==> config.mk <==
export PLATFORM = sky130hd
export DESIGN_NAME = smooth_weighted_round_robin_health
export DESIGN_NICKNAME = d
export VERILOG_FILES = /design/src/sv/swrrh_pkg.sv /design/src/sv/smooth_weighted_round_robin_health.sv /design/src/sv/swrrh_cell.sv
export SDC_FILE = /design/constraint.sdc
export NUM_CORES = 2
export LEC_CHECK = 0
export ABC_CLOCK_PERIOD_IN_PS = 18600
export BUFFER_PORTS_ARGS = -buffer_cell sky130_fd_sc_hd__buf_4
export CORE_AREA = 2 2 367 278
export DETAILED_ROUTE_END_ITERATION = 8
export DIE_AREA = 0 0 369 280
export GPL_TIMING_DRIVEN = 0
export PLACE_DENSITY = 0.7
export SLEW_MARGIN = 25
export SYNTH_ARGS = -nofsm -noshare
export SYNTH_HDL_FRONTEND = slang
export SYNTH_SLANG_ARGS = --single-unit
==> constraint.sdc <==
create_clock -name clock -period 18.6 [get_ports clock]
set_clock_uncertainty 0.2 [all_clocks]
set_input_delay 3.72 -clock clock [delete_from_list [all_inputs] [get_ports clock]]
set_output_delay 3.72 -clock clock [all_outputs]
set_load 0.02 [all_outputs]
==> src/sv/swrrh_pkg.sv <==
// Shared types, codes and helpers for the smooth weighted round-robin selector.
// No dependencies.
package swrrh_pkg;

   localparam int MAX_BACKENDS = 8;
   localparam int IDX_W        = 3;
   localparam int CNT_W        = 4;
   localparam int WGT_W        = 8;
   localparam int RW_W         = 16;
   localparam int TOT_W        = 11;
   localparam int RUN_W        = 8;
   localparam int CSR_W        = 64;
   localparam int CSR_IDX_W    = 2;

   localparam logic [1:0] ACT_PICK_HEALTHY = 2'd0;
   localparam logic [1:0] ACT_PICK_ALL     = 2'd1;
   localparam logic [1:0] ACT_REPORT       = 2'd2;

   localparam logic [CSR_IDX_W-1:0] CSR_ACTIVE  = 2'd0;
   localparam logic [CSR_IDX_W-1:0] CSR_WEIGHTS = 2'd1;
   localparam logic [CSR_IDX_W-1:0] CSR_RECOVER = 2'd2;
   localparam logic [CSR_IDX_W-1:0] CSR_FAIL    = 2'd3;

   typedef struct packed {
      logic                   valid;
      logic                   all;
      logic                   found;
      logic [IDX_W-1:0]       best_idx;
      logic signed [RW_W-1:0] best_val;
      logic [TOT_W-1:0]       total;
   } token_type;

   typedef struct packed {
      logic [CNT_W-1:0] count;
      logic             rpt;
      logic [IDX_W-1:0] rpt_idx;
      logic             rpt_ok;
      logic             fix;
      logic [IDX_W-1:0] fix_idx;
      logic [TOT_W-1:0] fix_total;
      logic [RUN_W-1:0] recover_thr;
      logic [RUN_W-1:0] fail_thr;
   } cell_ctl_type;

   function automatic logic signed [RW_W-1:0] sat16(input logic signed [RW_W+1:0] v);
      logic signed [RW_W+1:0] hi;
      logic signed [RW_W+1:0] lo;
      hi = 18'sd32767;
      lo = -18'sd32768;
      if (v > hi) begin
         sat16 = 16'sh7fff;
      end else if (v < lo) begin
         sat16 = 16'sh8000;
      end else begin
         sat16 = v[RW_W-1:0];
      end
   endfunction

endpackage

==> src/sv/smooth_weighted_round_robin_health.sv <==
// Top level of the smooth weighted round-robin selector with health tracking.
// Depends on swrrh_pkg and swrrh_cell (one cell per backend, chained).
//
//   port group   dir   contents
//   req_*        in    action, report_index, report_ok
//   rsp_*        out   picked, picked_index, health_changed, healthy_mask
//   csr_*        in    register writes: active_backends, weight_table, thresholds
//
// A pick registers a start token; it walks the cell chain one cell per cycle,
// then ST_FIX settles the winner's weight and ST_DONE posts the result. A
// report passes ST_RPT and ST_DONE, an unused action ST_DONE. One item is in
// work at a time; a new request is taken while the last result still waits on rsp_tready.
// Reset is synchronous: running weights and run counters clear, all healthy.
module smooth_weighted_round_robin_health #(
   parameter int BACKENDS = swrrh_pkg::MAX_BACKENDS
) (
   input  logic                            clock,
   input  logic                            reset,
   input  logic                            req_tvalid,
   output logic                            req_tready,
   input  logic [7:0]                      req_tdata,  // action[1:0], report_index[4:2],
                                                       // report_ok[5]
   output logic                            rsp_tvalid,
   input  logic                            rsp_tready,
   output logic [15:0]                     rsp_tdata,  // picked[0], picked_index[3:1],
                                                       // health_changed[4], healthy_mask[12:5]
   input  logic                            csr_wr_en,
   input  logic [swrrh_pkg::CSR_IDX_W-1:0] csr_index,
   input  logic [swrrh_pkg::CSR_W-1:0]     csr_wdata
);

   typedef enum logic [2:0] {
      ST_IDLE,
      ST_WALK,
      ST_FIX,
      ST_RPT,
      ST_DONE
   } state_type;

   state_type                       state_ff, state_in;
   logic [swrrh_pkg::CNT_W-1:0]     active_ff;
   logic [swrrh_pkg::CSR_W-1:0]     weights_ff;
   logic [swrrh_pkg::RUN_W-1:0]     recover_ff;
   logic [swrrh_pkg::RUN_W-1:0]     fail_ff;

   swrrh_pkg::token_type            start_ff, start_in;
   logic                            found_ff, found_in;
   logic [swrrh_pkg::IDX_W-1:0]     best_ff, best_in;
   logic [swrrh_pkg::TOT_W-1:0]     total_ff, total_in;
   logic                            chg_ff, chg_in;
   logic [swrrh_pkg::IDX_W-1:0]     rpt_idx_ff, rpt_idx_in;
   logic                            rpt_ok_ff, rpt_ok_in;
   logic                            rsp_valid_ff, rsp_valid_in;
   logic [15:0]                     rsp_data_ff, rsp_data_in;

   swrrh_pkg::token_type            tok [0:BACKENDS];
   logic [BACKENDS-1:0]             healthy_v;
   logic [BACKENDS-1:0]             changed_v;
   logic [7:0]                      mask;
   logic [swrrh_pkg::CNT_W-1:0]     count;
   swrrh_pkg::cell_ctl_type         ctl;
   logic                            req_fire;
   logic [1:0]                      act;

   assign count = (active_ff > swrrh_pkg::CNT_W'(BACKENDS))
                  ? swrrh_pkg::CNT_W'(BACKENDS) : active_ff;

   always_ff @(posedge clock) begin
      if (reset) begin
         active_ff  <= '0;
         weights_ff <= '0;
         recover_ff <= 8'd2;
         fail_ff    <= 8'd3;
      end else if (csr_wr_en) begin
         unique case (csr_index)
            swrrh_pkg::CSR_ACTIVE:  active_ff  <= csr_wdata[swrrh_pkg::CNT_W-1:0];
            swrrh_pkg::CSR_WEIGHTS: weights_ff <= csr_wdata;
            swrrh_pkg::CSR_RECOVER: recover_ff <= csr_wdata[swrrh_pkg::RUN_W-1:0];
            swrrh_pkg::CSR_FAIL:    fail_ff    <= csr_wdata[swrrh_pkg::RUN_W-1:0];
            default: ;
         endcase
      end
   end

   always_comb begin
      ctl             = '0;
      ctl.count       = count;
      ctl.rpt         = (state_ff == ST_RPT);
      ctl.rpt_idx     = rpt_idx_ff;
      ctl.rpt_ok      = rpt_ok_ff;
      ctl.fix         = (state_ff == ST_FIX) && found_ff;
      ctl.fix_idx     = best_ff;
      ctl.fix_total   = total_ff;
      ctl.recover_thr = recover_ff;
      ctl.fail_thr    = fail_ff;
   end

   assign tok[0] = start_ff;

   for (genvar i = 0; i < BACKENDS; i++) begin : g_cell
      swrrh_cell #(
         .IDX(i)
      ) u_cell (
         .clock   (clock),
         .reset   (reset),
         .weight  (weights_ff[swrrh_pkg::WGT_W*i +: swrrh_pkg::WGT_W]),
         .ctl     (ctl),
         .tok_in  (tok[i]),
         .tok_out (tok[i+1]),
         .healthy (healthy_v[i]),
         .changed (changed_v[i])
      );
   end

   always_comb begin
      mask                 = '0;
      mask[BACKENDS-1:0]   = healthy_v;
   end

   assign req_tready = (state_ff == ST_IDLE);
   assign req_fire   = req_tvalid && req_tready;
   assign act        = req_tdata[1:0];

   always_comb begin
      state_in     = state_ff;
      start_in     = '0;
      found_in     = found_ff;
      best_in      = best_ff;
      total_in     = total_ff;
      chg_in       = chg_ff;
      rpt_idx_in   = rpt_idx_ff;
      rpt_ok_in    = rpt_ok_ff;
      rsp_valid_in = rsp_valid_ff && !rsp_tready;
      rsp_data_in  = rsp_data_ff;
      unique case (state_ff)
         ST_IDLE: begin
            if (req_fire) begin
               found_in   = 1'b0;
               best_in    = '0;
               total_in   = '0;
               chg_in     = 1'b0;
               rpt_idx_in = req_tdata[4:2];
               rpt_ok_in  = req_tdata[5];
               case (act)
                  swrrh_pkg::ACT_PICK_HEALTHY, swrrh_pkg::ACT_PICK_ALL: begin
                     start_in.valid = 1'b1;
                     start_in.all   = (act == swrrh_pkg::ACT_PICK_ALL);
                     state_in       = ST_WALK;
                  end
                  swrrh_pkg::ACT_REPORT: state_in = ST_RPT;
                  default:               state_in = ST_DONE;
               endcase
            end
         end
         ST_WALK: begin
            if (tok[BACKENDS].valid) begin
               found_in = tok[BACKENDS].found;
               best_in  = tok[BACKENDS].found ? tok[BACKENDS].best_idx : '0;
               total_in = tok[BACKENDS].total;
               state_in = ST_FIX;
            end
         end
         ST_FIX: begin
            state_in = ST_DONE;
         end
         ST_RPT: begin
            chg_in   = |changed_v;
            state_in = ST_DONE;
         end
         ST_DONE: begin
            if (!rsp_valid_ff || rsp_tready) begin
               rsp_valid_in = 1'b1;
               rsp_data_in  = {3'b000, mask, chg_ff, best_ff, found_ff};
               state_in     = ST_IDLE;
            end
         end
         default: state_in = ST_IDLE;
      endcase
   end

   always_ff @(posedge clock) begin
      if (reset) begin
         state_ff       <= ST_IDLE;
         start_ff.valid <= 1'b0;
         rsp_valid_ff   <= 1'b0;
      end else begin
         state_ff     <= state_in;
         start_ff     <= start_in;
         rsp_valid_ff <= rsp_valid_in;
      end
      found_ff    <= found_in;
      best_ff     <= best_in;
      total_ff    <= total_in;
      chg_ff      <= chg_in;
      rpt_idx_ff  <= rpt_idx_in;
      rpt_ok_ff   <= rpt_ok_in;
      rsp_data_ff <= rsp_data_in;
   end

   assign rsp_tvalid = rsp_valid_ff;
   assign rsp_tdata  = rsp_data_ff;

endmodule

==> src/sv/swrrh_cell.sv <==
// One backend cell: running weight, health bit and outcome run counters.
// Depends on swrrh_pkg; passes the pick token on to the next cell.
module swrrh_cell #(
   parameter int IDX = 0
) (
   input  logic                        clock,
   input  logic                        reset,
   input  logic [swrrh_pkg::WGT_W-1:0] weight,
   input  swrrh_pkg::cell_ctl_type     ctl,
   input  swrrh_pkg::token_type        tok_in,
   output swrrh_pkg::token_type        tok_out,
   output logic                        healthy,
   output logic                        changed
);

   logic signed [swrrh_pkg::RW_W-1:0] rw_ff, rw_in;
   logic                              healthy_ff, healthy_in;
   logic [swrrh_pkg::RUN_W-1:0]       succ_ff, succ_in;
   logic [swrrh_pkg::RUN_W-1:0]       fail_ff, fail_in;
   swrrh_pkg::token_type              tok_ff, tok_in_next;

   logic                              active;
   logic                              eligible;
   logic [swrrh_pkg::WGT_W-1:0]       w_eff;
   logic signed [swrrh_pkg::RW_W-1:0] rw_add;
   logic signed [swrrh_pkg::RW_W-1:0] rw_sub;
   logic                              rpt_hit;
   logic [swrrh_pkg::RUN_W-1:0]       succ_inc;
   logic [swrrh_pkg::RUN_W-1:0]       fail_inc;

   assign active   = swrrh_pkg::CNT_W'(IDX) < ctl.count;
   assign eligible = tok_in.valid && active && (tok_in.all || healthy_ff);
   assign w_eff    = (weight == '0) ? swrrh_pkg::WGT_W'(1) : weight;
   assign rw_add   = swrrh_pkg::sat16((swrrh_pkg::RW_W+2)'(rw_ff)
                     + $signed({{(swrrh_pkg::RW_W+2-swrrh_pkg::WGT_W){1'b0}}, w_eff}));
   assign rw_sub   = swrrh_pkg::sat16((swrrh_pkg::RW_W+2)'(rw_ff)
                     - $signed({{(swrrh_pkg::RW_W+2-swrrh_pkg::TOT_W){1'b0}}, ctl.fix_total}));
   assign rpt_hit  = ctl.rpt && active && (ctl.rpt_idx == swrrh_pkg::IDX_W'(IDX));
   assign succ_inc = (succ_ff == '1) ? succ_ff : succ_ff + 1'b1;
   assign fail_inc = (fail_ff == '1) ? fail_ff : fail_ff + 1'b1;

   always_comb begin
      rw_in       = rw_ff;
      healthy_in  = healthy_ff;
      succ_in     = succ_ff;
      fail_in     = fail_ff;
      changed     = 1'b0;
      tok_in_next = tok_in;
      if (eligible) begin
         rw_in             = rw_add;
         tok_in_next.total = tok_in.total + swrrh_pkg::TOT_W'(w_eff);
         if (!tok_in.found || (rw_add > tok_in.best_val)) begin
            tok_in_next.found    = 1'b1;
            tok_in_next.best_idx = swrrh_pkg::IDX_W'(IDX);
            tok_in_next.best_val = rw_add;
         end
      end
      if (ctl.fix && (ctl.fix_idx == swrrh_pkg::IDX_W'(IDX))) begin
         rw_in = rw_sub;
      end
      if (rpt_hit) begin
         if (ctl.rpt_ok) begin
            fail_in = '0;
            succ_in = succ_inc;
            if (!healthy_ff && (succ_inc >= ctl.recover_thr)) begin
               healthy_in = 1'b1;
               changed    = 1'b1;
            end
         end else begin
            succ_in = '0;
            fail_in = fail_inc;
            if (healthy_ff && (fail_inc >= ctl.fail_thr)) begin
               healthy_in = 1'b0;
               changed    = 1'b1;
            end
         end
      end
   end

   always_ff @(posedge clock) begin
      if (reset) begin
         rw_ff        <= '0;
         healthy_ff   <= 1'b1;
         succ_ff      <= '0;
         fail_ff      <= '0;
         tok_ff.valid <= 1'b0;
      end else begin
         rw_ff      <= rw_in;
         healthy_ff <= healthy_in;
         succ_ff    <= succ_in;
         fail_ff    <= fail_in;
         tok_ff     <= tok_in_next;
      end
   end

   assign tok_out = tok_ff;
   assign healthy = healthy_ff;

endmodule
==> metrics.txt <==
# TYPE chip_impl_metric gauge
chip_impl_metric{name="synthCells",unit=""} 5210
chip_impl_metric{name="synth.ff_latch_count",unit=""} 621
chip_impl_metric{name="layout.area.seq",unit="um2"} 15000
chip_impl_metric{name="area.growth.synth_to_final",unit="%"} 11.1
chip_impl_metric{name="post_synth_num_cell_types",unit=""} 108
chip_impl_metric{name="postCtsResizedCells",unit=""} 0
chip_impl_metric{name="placement_rows",unit=""} 101
chip_impl_metric{name="die_w",unit="um"} 369
chip_impl_metric{name="globalRoute.totalOverflow",unit=""} 0
chip_impl_metric{name="routabilityCongestion",unit=""} 0.953
chip_impl_metric{name="place.detailed.hpwl",unit="um"} 109000
chip_impl_metric{name="setup-tns-final",unit="ns"} 0
chip_impl_metric{name="cts_inserted_buffers",unit=""} 70
chip_impl_metric{name="totalPowerFinal",unit="W"} 0.00336
chip_impl_metric{name="grt_start_max_net_pins",unit=""} 51
chip_impl_metric{name="io_pins",unit=""} 97
chip_impl_metric{name="synth_compound_gate_area_share",unit=""} 0.211
chip_impl_metric{name="dpl_worst_slack",unit="ns"} 11.14
chip_impl_metric{name="timing_max_transition_violations_final",unit=""} 0
chip_impl_metric{name="die_h",unit="um"} 280
chip_impl_metric{name="total_power_divided_by_cell_area",unit="nW/um2"} 67.7
chip_impl_metric{name="cts.repair_timing.setup_buffer_count",unit=""} 0
chip_impl_info{name="synth_top_family_by_area",value="compound AO/OA/AOI/OAI gates"} 1
chip_impl_info{name="classification_of_the_worst_setup_path",value="primary input to flop"} 1
chip_impl_metric{name="antenna_violations_before_repair",unit=""} 4
chip_impl_metric{name="multi_input_comb_area",unit="um2"} 27600
chip_impl_metric{name="design.final.nets",unit=""} 5949
chip_impl_metric{name="postRouteAntennaNets",unit=""} 0
chip_impl_metric{name="power.static_leakage",unit="nW"} 21.1
chip_impl_metric{name="viasPerCell",unit=""} 5.98
chip_impl_metric{name="largest_buffer_count_on_any_clock_path",unit=""} 3
chip_impl_metric{name="worst_setup_hold_path_clk_slew",unit="ns"} 0.06
chip_impl_metric{name="via_count_of_the_first_global_routing_pass",unit=""} 36696
chip_impl_metric{name="hold_bufs_inserted_after_cts",unit=""} 0
chip_impl_info{name="run_status",value="finished clean"} 1
chip_impl_metric{name="fillCellCount",unit=""} 9395
chip_impl_metric{name="finalWorstSetupSlack",unit="ns"} 11.70
chip_impl_metric{name="grtUsageTotal",unit=""} 0.268
chip_impl_metric{name="finalSetupViolations",unit=""} 0
chip_impl_metric{name="number_of_cells_on_the_worst_hold_path",unit=""} 0
chip_impl_info{name="hold_path_class",value="flop to flop"} 1
chip_impl_metric{name="tightestPinTransition",unit="ns"} 1.16
chip_impl_metric{name="clock_sink_count",unit=""} 621
chip_impl_metric{name="vdd_drop_max",unit="mV"} 0.0629
chip_impl_metric{name="clk_latency",unit="ns"} 0.64
chip_impl_info{name="cts_root_buffer",value="sky130_fd_sc_hd__clkbuf_16"} 1
chip_impl_metric{name="reg2regPathDepth",unit=""} 21
chip_impl_metric{name="worst_ep_arrival_time",unit="ns"} 7.00
chip_impl_metric{name="number_of_remaining_drc_errors",unit=""} 0
chip_impl_info{name="tritoncts",value="done"} 1
chip_impl_metric{name="die_area",unit="um2"} 103000
chip_impl_metric{name="reg2reg_setup_slack",unit="ns"} 11.98
chip_impl_metric{name="fin_crit",unit="ns"} 6.90
chip_impl_metric{name="max_cap_violations",unit=""} 0
chip_impl_metric{name="drive_above_1_share",unit=""} 0.0818
chip_impl_info{name="timing.hold.worst_endpoint",value="rsp_tdata[4]$_DFFE_PP_"} 1
chip_impl_metric{name="synthesis.area",unit="um2"} 44600
chip_impl_info{name="kind_of_start_point_of_the_critical_path",value="primary input"} 1
chip_impl_metric{name="critical_path_required",unit="ns"} 18.70
chip_impl_metric{name="proportion_of_register_bits_with_asynchronous_set_or_reset_after_synthesis",unit=""} 0
chip_impl_metric{name="first_pass_grt_wire_length",unit="um"} 216000
chip_impl_metric{name="core",unit="um2"} 100000
chip_impl_info{name="unrepaired_setup_endpoints_after_global_routing",value="no"} 1
chip_impl_metric{name="routed_wire_length_per_instance",unit="um"} 21.0
chip_impl_metric{name="yosys_warnings",unit=""} 0
chip_impl_metric{name="synthSimpleGateAreaFrac",unit=""} 0.185
chip_impl_info{name="r2r-start",value="weights_ff[47]$_SDFFE_PP0P_"} 1
chip_impl_info{name="timing.hold.worst.start",value="chg_ff$_SDFFCE_PN0P_"} 1
chip_impl_metric{name="vias",unit=""} 40576
chip_impl_metric{name="path_max_fanout",unit=""} 50
chip_impl_metric{name="synth_fa_ha_area_frac",unit=""} 0.140
chip_impl_info{name="critPathCaptureType",value="flop"} 1
chip_impl_metric{name="synth_xor_area_frac",unit=""} 0.0485
chip_impl_metric{name="portBuffers",unit=""} 91
chip_impl_metric{name="ctsHtreeMaxLevel",unit=""} 3
chip_impl_metric{name="start_util",unit=""} 0.446
chip_impl_info{name="synthFlopType",value="sky130_fd_sc_hd__dfxtp_1"} 1
chip_impl_metric{name="maxClockFrequency",unit="GHz"} 0.145
chip_impl_metric{name="drt-pass1-iter-count",unit=""} 5
chip_impl_metric{name="synth.avg_cell_area",unit="um2"} 8.57
chip_impl_info{name="reg2reg_to",value="g_cell[5].u_cell.tok_out[24]$_DFFE_PN_"} 1
chip_impl_metric{name="synth-edff-count",unit=""} 260
chip_impl_metric{name="muxShareOfSynthArea",unit=""} 0.0331
chip_impl_metric{name="worst_slew_margin_rel",unit=""} 0.224
chip_impl_metric{name="dr.first_iter.drc_count",unit=""} 4384
chip_impl_metric{name="synth_sequential_area_ratio",unit=""} 0.337
chip_impl_metric{name="period_share",unit=""} 0.371
chip_impl_metric{name="route.final.wire_length",unit="um"} 142000
chip_impl_metric{name="hold_violations",unit=""} 0
==> synthesized netlist by cell type (all sizes together), types with 31 or more instances <==
library cell	n	area (um2)
nor2	523	1960
mux2i	39	394
mux2	96	1080
nor3	134	691
o31ai	37	292
a21oi	423	2130
xnor2	169	1480
ha	464	5810
clkbuf	189	711
o21ai	284	1430
a21o	123	923
nand2b	75	472
and3	71	444
nand3	133	666
edfxtp	260	7810
nand2	491	1840
a22oi	122	916
or2	31	196
and2	51	319
a2111oi	39	374
a31oi	35	225
inv	292	1100
buf	38	218
or3	36	230
xor2	78	683
dfxtp	361	7230
nand4	64	400
nor4	36	225
nor2b	47	294
o21a	87	653
a211oi	56	420
==> state kept, by name, summed over array words and instances (netlist names), 4 cells and up <==
signal,cells
g_cell.u_cell.fail_ff,64
g_cell.u_cell.healthy,8
active_ff,4
recover_ff,8
rsp_tdata,13
total_ff,11
g_cell.u_cell.succ_ff,64
fail_ff,8
g_cell.u_cell.rw_ff,128
g_cell.u_cell.tok_out,234
weights_ff,64
==> per-stage QoR <==
stage	hold WS (ns)	cell area, um2	cells	util
after floorplan	0.200	44600	5212	-
after global placement	0.229	47000	6642	0.470
after detailed placement	0.225	47200	6652	0.472
after CTS	0.237	49600	6780	0.495
after global routing	0.245	49600	6780	0.495
final	0.241	49600	6782	0.495
==> metal layers <==
| layer | global-route usage | vias up | wire [um] |
|---|---|---|---|
| met1 | 0.397 | 19228 | 66100 |
| li1 | - | 19346 | - |
| met3 | 0.0620 | 226 | 14400 |
| met4 | 0.0849 | 0 | 4540 |
| met5 | 0 | - | 0 |
| met2 | 0.381 | 1776 | 57100 |
==> cells in the final DEF (no fill, tap or decap), types with 47 or more instances in the layout <==
cell type,netlist,routed
sky130_fd_sc_hd__a21o_1,123,123
sky130_fd_sc_hd__inv_1,292,290
sky130_fd_sc_hd__clkbuf_16,0,73
sky130_fd_sc_hd__nand2b_1,74,74
sky130_fd_sc_hd__a21oi_1,419,419
sky130_fd_sc_hd__a211oi_1,56,56
sky130_fd_sc_hd__o21a_1,87,87
sky130_fd_sc_hd__nand3_1,133,133
sky130_fd_sc_hd__buf_4,5,97
sky130_fd_sc_hd__nor2_1,523,521
sky130_fd_sc_hd__nor3_1,130,128
sky130_fd_sc_hd__ha_1,464,464
sky130_fd_sc_hd__clkbuf_1,188,186
sky130_fd_sc_hd__xor2_1,78,78
sky130_fd_sc_hd__and2_1,48,48
sky130_fd_sc_hd__dfxtp_1,361,361
sky130_fd_sc_hd__o21ai_0,270,270
sky130_fd_sc_hd__nor2b_1,47,47
sky130_fd_sc_hd__edfxtp_1,260,260
sky130_fd_sc_hd__nand2_1,491,491
sky130_fd_sc_hd__mux2_2,96,96
sky130_fd_sc_hd__and3_1,71,71
sky130_fd_sc_hd__a22oi_1,122,122
sky130_fd_sc_hd__nand4_1,64,64
sky130_fd_sc_hd__xnor2_1,169,169
==> cells by family (layout without fill, tap and decap cells) <==
family | count (synthesis) | in the layout
xor gates and xnor gates | 247 | 247
and+or+nand+nor | 1751 | 1751
adders and majority gates | 487 | 487
DFF | 621 | 621
buffers and inverters | 521 | 750
AOI/OAI and AO/OA | 1447 | 1447
muxes | 135 | 135
other | 1 | 5
==> cell type report <==
| class | instances | share of cell area |
|---|---|---|
| flip-flops and latches | 621 | 0.303 |
| multi-input cells | 4070 | 0.557 |
| diodes | 2 | 0.000101 |
| clock buffers | 91 | 0.0401 |
| inverters | 294 | 0.0224 |
| well taps | 1339 | 0.0338 |
| plain buffers | 227 | 0.0191 |
| clock inverters | 37 | 0.00681 |
| repair buffers | 101 | 0.0179 |
==> where the power goes <==
| group | switching [W] | internal [W] |
|---|---|---|
| combinational | 0.000271 | 0.000157 |
| sequential | 0.0000343 | 0.00147 |
| clock | 0.000614 | 0.000817 |
==> critical path, stage by stage <==
cell,delay [ns]
sky130_fd_sc_hd__buf_4,0.15
sky130_fd_sc_hd__buf_1,0.49
sky130_fd_sc_hd__inv_1,0.32
sky130_fd_sc_hd__clkbuf_2,0.57
sky130_fd_sc_hd__clkbuf_4,0.76
sky130_fd_sc_hd__buf_12,0.32
sky130_fd_sc_hd__buf_12,0.28
sky130_fd_sc_hd__buf_16,0.28
==> worst max-delay path by stage <==
stage | end | slack (ns) | from
2_1_floorplan | g_cell[0].u_cell.healthy$_SDFFE_PP1P_ | 6.88 | reset
3_3_place_gp | g_cell[6].u_cell.healthy$_SDFFE_PP1P_ | 2.08 | reset
3_5_place_dp | g_cell[2].u_cell.tok_out[2]$_DFFE_PN_ | 11.14 | reset
4_1_cts | g_cell[2].u_cell.tok_out[4]$_DFFE_PN_ | 11.78 | reset
5_1_grt | g_cell[5].u_cell.tok_out[24]$_DFFE_PN_ | 11.63 | weights_ff[47]$_SDFFE_PP0P_
6_report | g_cell[2].u_cell.tok_out[0]$_DFFE_PN_ | 11.70 | reset
(Power assumes the default switching activity.)
